$ cat src/rtl/vrr_pkg.sv
// Shared types, widths and helpers for the reflect/refract pipeline.
package vrr_pkg;

  localparam int FRAC_BITS = 16;
  localparam int CW = 18;              // vector component width
  localparam int RW = 19;              // ratio width
  localparam int TW = FRAC_BITS + 1;   // tangential part once known below 1.0
  localparam int FW = CW + 5;          // reflected component width
  localparam int DW = 2 * FRAC_BITS + 1; // discriminant width
  localparam int SW = FRAC_BITS + 2;   // root width inside the square root
  localparam int XW = 2 * SW;          // remainder width
  localparam int SQ_STEPS = SW / 2;    // square root stages, two bits each

  typedef logic signed [CW-1:0] comp_t;
  typedef logic signed [TW-1:0] tan_t;
  typedef logic signed [FW-1:0] refl_t;

  // Payload that rides alongside the square root
  typedef struct packed {
    logic            cmd;
    logic            tir;
    logic            dneg;
    comp_t [2:0]     n;
    tan_t  [2:0]     t;
    refl_t [2:0]     refl;
  } side_t;

  // One digit of the square root: try to add 2^k to the root
  function automatic logic [XW+SW-1:0] sqrt_step(input logic [XW-1:0] rem,
                                                 input logic [SW-1:0] root,
                                                 input int k);
    logic [XW-1:0] term;
    logic [XW-1:0] rem_o;
    logic [SW-1:0] root_o;
    term   = (XW'(root) << (k + 1)) + (XW'(1) << (2 * k));
    rem_o  = rem;
    root_o = root;
    if (rem >= term) begin
      rem_o  = rem - term;
      root_o = root | (SW'(1) << k);
    end
    return {rem_o, root_o};
  endfunction

  // Clamp to the output component range
  function automatic comp_t sat_comp(input logic signed [FW:0] x);
    logic signed [FW:0] hi;
    logic signed [FW:0] lo;
    hi = (FW+1)'((1 <<< (CW - 1)) - 1);
    lo = -(FW+1)'(1 <<< (CW - 1));
    if (x > hi) return comp_t'(hi);
    if (x < lo) return comp_t'(lo);
    return comp_t'(x);
  endfunction

endpackage

$ cat src/rtl/vrr_sqrt.sv
// Pipelined integer square root, two root bits per stage, with sidecar payload.
module vrr_sqrt
  import vrr_pkg::*;
(
  input  logic                  clk,
  input  logic                  rst,
  input  logic                  in_valid,
  output logic                  in_ready,
  input  logic [DW-1:0]         disc,
  input  side_t                 side_in,
  output logic                  out_valid,
  input  logic                  out_ready,
  output logic [SW-1:0]         root,
  output side_t                 side_out
);

  logic              vld  [SQ_STEPS];
  logic              adv  [SQ_STEPS+1];
  logic [XW-1:0]     rem  [SQ_STEPS];
  logic [SW-1:0]     rt   [SQ_STEPS];
  side_t             sd   [SQ_STEPS];

  assign adv[SQ_STEPS] = out_ready;

  for (genvar s = 0; s < SQ_STEPS; s++) begin : g_stage
    logic [XW-1:0]    rem_i;
    logic [SW-1:0]    rt_i;
    logic [XW+SW-1:0] st_a;
    logic [XW+SW-1:0] st_b;
    logic             vld_i;
    side_t            sd_i;

    // stage input: module port or previous stage
    if (s == 0) begin : g_first
      assign rem_i = XW'(disc);
      assign rt_i  = '0;
      assign vld_i = in_valid;
      assign sd_i  = side_in;
    end else begin : g_next
      assign rem_i = rem[s-1];
      assign rt_i  = rt[s-1];
      assign vld_i = vld[s-1];
      assign sd_i  = sd[s-1];
    end

    assign adv[s] = !vld[s] || adv[s+1];
    assign st_a   = sqrt_step(rem_i, rt_i, SW - 1 - 2 * s);
    assign st_b   = sqrt_step(st_a[XW+SW-1:SW], st_a[SW-1:0], SW - 2 - 2 * s);

    always_ff @(posedge clk) begin
      if (rst) begin
        vld[s] <= 1'b0;
      end else if (adv[s]) begin
        vld[s] <= vld_i;
      end
      if (adv[s]) begin
        rem[s] <= st_b[XW+SW-1:SW];
        rt[s]  <= st_b[SW-1:0];
        sd[s]  <= sd_i;
      end
    end
  end

  assign in_ready  = adv[0];
  assign out_valid = vld[SQ_STEPS-1];
  assign root      = rt[SQ_STEPS-1];
  assign side_out  = sd[SQ_STEPS-1];

endmodule
$ cat config.mk
export PLATFORM = sky130hd
export DESIGN_NAME = vrr_sqrt
export DESIGN_NICKNAME = d
export VERILOG_FILES = /design/src/rtl/vrr_pkg.sv /design/src/rtl/vrr_sqrt.sv
export SDC_FILE = /design/constraint.sdc
export NUM_CORES = 2
export LEC_CHECK = 0
export BUFFER_PORTS_ARGS = -buffer_cell sky130_fd_sc_hd__buf_2
export CORE_MARGIN = 3
export CORE_UTILIZATION = 38
export DETAILED_ROUTE_END_ITERATION = 10
export PLACE_DENSITY = 0.55
export SKIP_LAST_GASP = 1
export SYNTH_ARGS = -nofsm -noshare
export SYNTH_HDL_FRONTEND = slang
export SYNTH_SLANG_ARGS = --single-unit
$ cat constraint.sdc
create_clock -name clk -period 27 [get_ports clk]
set_clock_uncertainty 0.15 [all_clocks]
set_input_delay 1.35 -clock clk [delete_from_list [all_inputs] [get_ports clk]]
set_output_delay 1.35 -clock clk [all_outputs]
set_load 0.05 [all_outputs]
Yosys cells after proc, flatten, opt, wreduce, memory -nomap -nowiden
Memories as Yosys holds them, arrays and structs flattened.
Cells that the tools add are included.
{"block": "word_totals", "ram_bits": 2088, "register_bits": 0, "output_inout_bits": 197, "mem_count": 4, "inputBits": 214}
{"block": "classes", "add_sub_neg": 35, "n_bitwise": 9, "order_cmp": 18, "n_reduce_logical": 18, "muxes": 83}
{"name": "sd", "words": 9, "word_bits": 177, "read_ports": 9, "rd_clocked_by_memory_dff": 0, "write_ports": 9, "line": "vrr_sqrt.sv:21", "source": "side_t sd [SQ_STEPS];"}
{"name": "rem", "words": 9, "word_bits": 36, "read_ports": 8, "rd_clocked_by_memory_dff": 0, "write_ports": 9, "line": "vrr_sqrt.sv:19", "source": "logic [XW-1:0] rem [SQ_STEPS];"}
{"name": "rt", "words": 9, "word_bits": 18, "read_ports": 9, "rd_clocked_by_memory_dff": 0, "write_ports": 9, "line": "vrr_sqrt.sv:20", "source": "logic [SW-1:0] rt [SQ_STEPS];"}
{"name": "vld", "words": 9, "word_bits": 1, "read_ports": 9, "rd_clocked_by_memory_dff": 0, "write_ports": 9, "line": "vrr_sqrt.sv:17", "source": "logic vld [SQ_STEPS];"}
{"operator": "$mux 36", "n": 18}
{"operator": "$mux 1", "n": 48}
{"operator": "$add 35x33->36 const B", "n": 1}
{"operator": "$ge 36x20->1", "n": 1}
{"operator": "$ge 36x21->1", "n": 1}
{"operator": "$ge 36x22->1", "n": 1}
{"operator": "$ge 36x23->1", "n": 1}
{"operator": "$ge 36x24->1", "n": 1}
{"operator": "$ge 36x25->1", "n": 1}
{"operator": "$ge 36x26->1", "n": 1}
{"operator": "$ge 36x27->1", "n": 1}
{"operator": "$ge 36x28->1", "n": 1}
{"operator": "$ge 36x29->1", "n": 1}
{"operator": "$ge 36x30->1", "n": 1}
{"operator": "$ge 36x31->1", "n": 1}
{"operator": "$ge 36x32->1", "n": 1}
{"operator": "$ge 36x33->1", "n": 1}
{"operator": "$ge 36x34->1", "n": 1}
{"operator": "$ge 36x35->1", "n": 1}
{"operator": "$ge 36x36->1", "n": 1}
{"operator": "$sub 33x35->36 const B", "n": 1}
{"operator": "$sub 36x20->36", "n": 1}
{"operator": "$sub 36x21->36", "n": 1}
{"operator": "$sub 36x22->36", "n": 1}
{"operator": "other kinds (51)", "n": 75}

Logic depth before layout (Yosys ltp)
An unclocked memory read counts as a cell.
{"block": "logic_depth", "ltp_word": 15, "depth_mapped": 25}

Worst setup path after synthesis
No wires, ideal clock.
{"block": "synth_path", "path_kind": "input port to flip-flop", "from": "input port out_ready", "to": "memory vld[0] (data pin)", "t_arrival_ps": 21144, "stages": 8, "required_time_ps": 26554, "path_buffers": 0, "path_slack_ps": 5410, "path_cell_list": "nor2b_1 nand3_1 nor2_1 nand3_1 nor2_1 and2_1 nand2_1 and3b_1"}
{"item": "start: declaration", "line": "vrr_sqrt.sv:12", "source": "input logic out_ready,"}
{"item": "end: declaration", "line": "vrr_sqrt.sv:17"}

==> impl_metrics.json <==
{
  "outcome": "complete, no violations",
  "p_int_mw": 5.46,
  "rsz0062_at_grt": "false",
  "power_frac_seq": 0.521,
  "final-max-slew-violation-count": 0,
  "seq_area_frac_synth": 0.823,
  "grt_overflow_total": 0,
  "insertion_delay_ns": 0.81,
  "grt_use_met2": 0.235,
  "std_cell_rows": 158,
  "synth_ff_type": "edfxtp_1",
  "start_util": 0.385,
  "clock_path_buffers": 3,
  "multiInputGateArea_um2": 12000,
  "period_needed_ns": 7.78,
  "grt_max_degree": 127,
  "finalWorstSetupSlack_ns": 19.22,
  "clk_pin_slew_ns": 0.06,
  "post_cts_buffers": 0,
  "synth.area.mux_share": 0.00486,
  "slowest_stage": "nand3_4",
  "crit_path_end_kind": "output pin",
  "p_sw_frac": 0.249,
  "fin_util": 0.447,
  "placement.io_buffers": 409,
  "p_clk_frac": 0.354,
  "place_ws_ns": 19.00,
  "fillers": 16200,
  "ys_ff_latch": 1969,
  "timing_worst_setup_path_type": "in2out",
  "synth_top_family_by_area": "simple AND/OR/NAND/NOR gates",
  "cts_resized": 0,
  "synthSimpleGateAreaFrac": 0.0584,
  "use_met1": 0.182,
  "hp-class": "reg2reg",
  "drc": 0,
  "wire_per_inst_um": 19.1,
  "grt_busiest_layer": "met2",
  "core_area_um2": 187000,
  "async_flop_share": 0,
  "drt_iter0_drc": 2189,
  "mappedNetlistArea_um2": 71900,
  "cts_tree": "yes",
  "synth-xor-area-share": 0.0255,
  "setup_viol": 0,
  "max_freq_ghz": 0.129,
  "synth_edf_count": 1969,
  "cellLeakagePower_nw": 31.4,
  "gp_congestion": 0.841,
  "cp_cell_sequence": "buf_2, nor2b_1, nand3_4, nor2_1, nand3_4, nor2_1, and2_1, nand2_4, buf_2",
  "vias": 34100,
  "worstPathRequired_ns": 25.50,
  "synth_cell_types": 94,
  "power.switching_mw": 1.81,
  "critical_path.max_stage_delay_ns": 0.78,
  "grt_first_pass_wirelength_mm": 207,
  "clockRootBuffer": "clkbuf_16",
  "netlist.area_leader.share": 0.823,
  "hold_buffers": 0,
  "yosys-top-cells-count": "edfxtp_1, nor2_1, nand2_1, ha_1, a21oi_1",
  "synth-compound-area-share": 0.0477,
  "cts_made_buffers": 196,
  "grt_pass1_vias": 34500,
  "ys.warnings.count": 0,
  "drt_pass1_iterations": 7,
  "setup-tns-final_ns": 0,
  "drv_cap": 0,
  "worstPathMaxFanout": 55,
  "synth.area.top_cells": "edfxtp_1, ha_1, xnor2_1",
  "routed_wl_mm": 137,
  "ant_nets": 0,
  "track_usage": 0.140,
  "synth_fa_ha_area_frac": 0.0301,
  "slew_headroom": 0.264,
  "placed_cells": 6782,
  "pin_count": 411,
  "crit_family": "simple AND/OR/NAND/NOR gates",
  "via_per_inst": 4.77,
  "h-tree-depth": 4,
  "synth_cells": 3908,
  "final_hold_viol_count": 0,
  "antenna_found_initial": 10,
  "synth_area_per_cell_um2": 18.4,
  "nNetsFinal": 4887,
  "finalNonFillerCells": 7146,
  "hpwlAfterDp_mm": 91.1,
  "worst_setup_path_start_kind": "input pin",
  "clock-sinks": 1969,
  "syn2layout_area_growth_pct": 16.0,
  "pwr-share-comb": 0.124,
  "critPathBufInv": 2,
  "cp.arrival_ns": 6.28,
  "drive_gt1_frac": 0.168,
  "fin_crit_sh": 0.288,
  "power_density_nw_per_um2": 87.1,
  "gr-usage-met3": 0.0260,
  "regArea_um2": 59100,
  "die_height_um": 441,
  "worst_pin_slew_ns": 1.09,
  "vdd_drop_max_uv": 56.8,
  "synth_top_cell_by_area": "edfxtp_1",
  "synth_most_common_cell": "edfxtp_1",
  "die_x_um": 441,
  "die-area_um2": 194000
}
[cell type report]
class	instances	share of cell area
Clock inverter	122	0.0129
Inverter	152	0.00722
Timing Repair Buffer	438	0.0276
Tap cell	2480	0.0372
Multi-Input combinational cell	1743	0.144
Sequential cell	1969	0.709
Clock buffer	235	0.0614
Antenna cell	7	0.000210
[worst register-to-register path, delay by kind of cell, from the launching register on]
family	cells	cell delay, ns
flip-flops	1	0.36
AND/OR/NAND/NOR	4	0.85
AO/OA/AOI/OAI	8	2.82
buffers and inverters	4	1.24
XOR/XNOR	1	0.14
adder cells (fa/ha/maj)	2	0.74
[through the flow]
step           instance area [um2]  total power [mW]  hold WS (ns)
2_1_floorplan                71900              4.48         0.250
3_3_place_gp                 77200              4.73         0.250
3_5_place_dp                 77200              4.75         0.255
4_1_cts                      83300              7.36         0.240
5_1_grt                      83400              7.61         0.246
6_report                     83400              7.26         0.238
[registers in the layout (all words and copies together), names as in the netlist]
signal and count:
rt 81, rem 286, sd 1593, vld 9
[power groups by stage]
stage	sequential, mW	combinational [mW]	clock, mW
global placement	3.84	0.889	0
CTS	3.79	0.903	2.67
finish	3.79	0.902	2.58
floorplan	3.83	0.646	0
global route	3.81	1.00	2.80
detailed placement	3.85	0.898	0
[final timing paths]
kind	from	endpoint	slack, ns	depth (start not counted)
setup / recovery	out_ready	in_ready	19.22	9
hold reg to reg	sd[1][337]	sd[1][514]	0.24	0
setup reg to reg	rt[1][29]	rem[0][243]	20.39	19
hold / removal	sd[1][337]	sd[1][514]	0.24	0
[kinds of logic (layout without fill, tap and decap cells)]
group,count (synthesis),count (layout)
mux,32,32
other cells,1,10
buf+inv,198,947
xor+xnor,209,209
fa+ha+maj,173,173
flops,1969,1969
compound gates,522,522
simple gates,804,804
[routing by layer]
metal / wire (um) / share of wire / up-vias
met1: 59100 / 0.43 / 16700
met4: 4240 / 0.031 / 0
met3: 5820 / 0.043 / 259
met2: 67500 / 0.49 / 739
met5: 0 / 0 / -
li1: - / - / 16400
[cells in the final DEF, fill, tap and decap left out, types with 26 or more instances in the layout]
master     count
clkinv_1      54
buf_4         26
nand2_1      179
nor3_1        60
inv_1        140
nor4_1        60
clkinv_2      32
nand4_1       41
ha_1         173
clkbuf_1      36
a21oi_1      154
xnor2_1      136
xor2_1        73
a21o_1        50
edfxtp_1    1969
o21ai_0       94
clkbuf_16    199
o31ai_1       29
nor2_1       183
nand3_1       54
nor2b_1       36
buf_2        409
o21a_1        31
(Power assumes the default switching activity.)
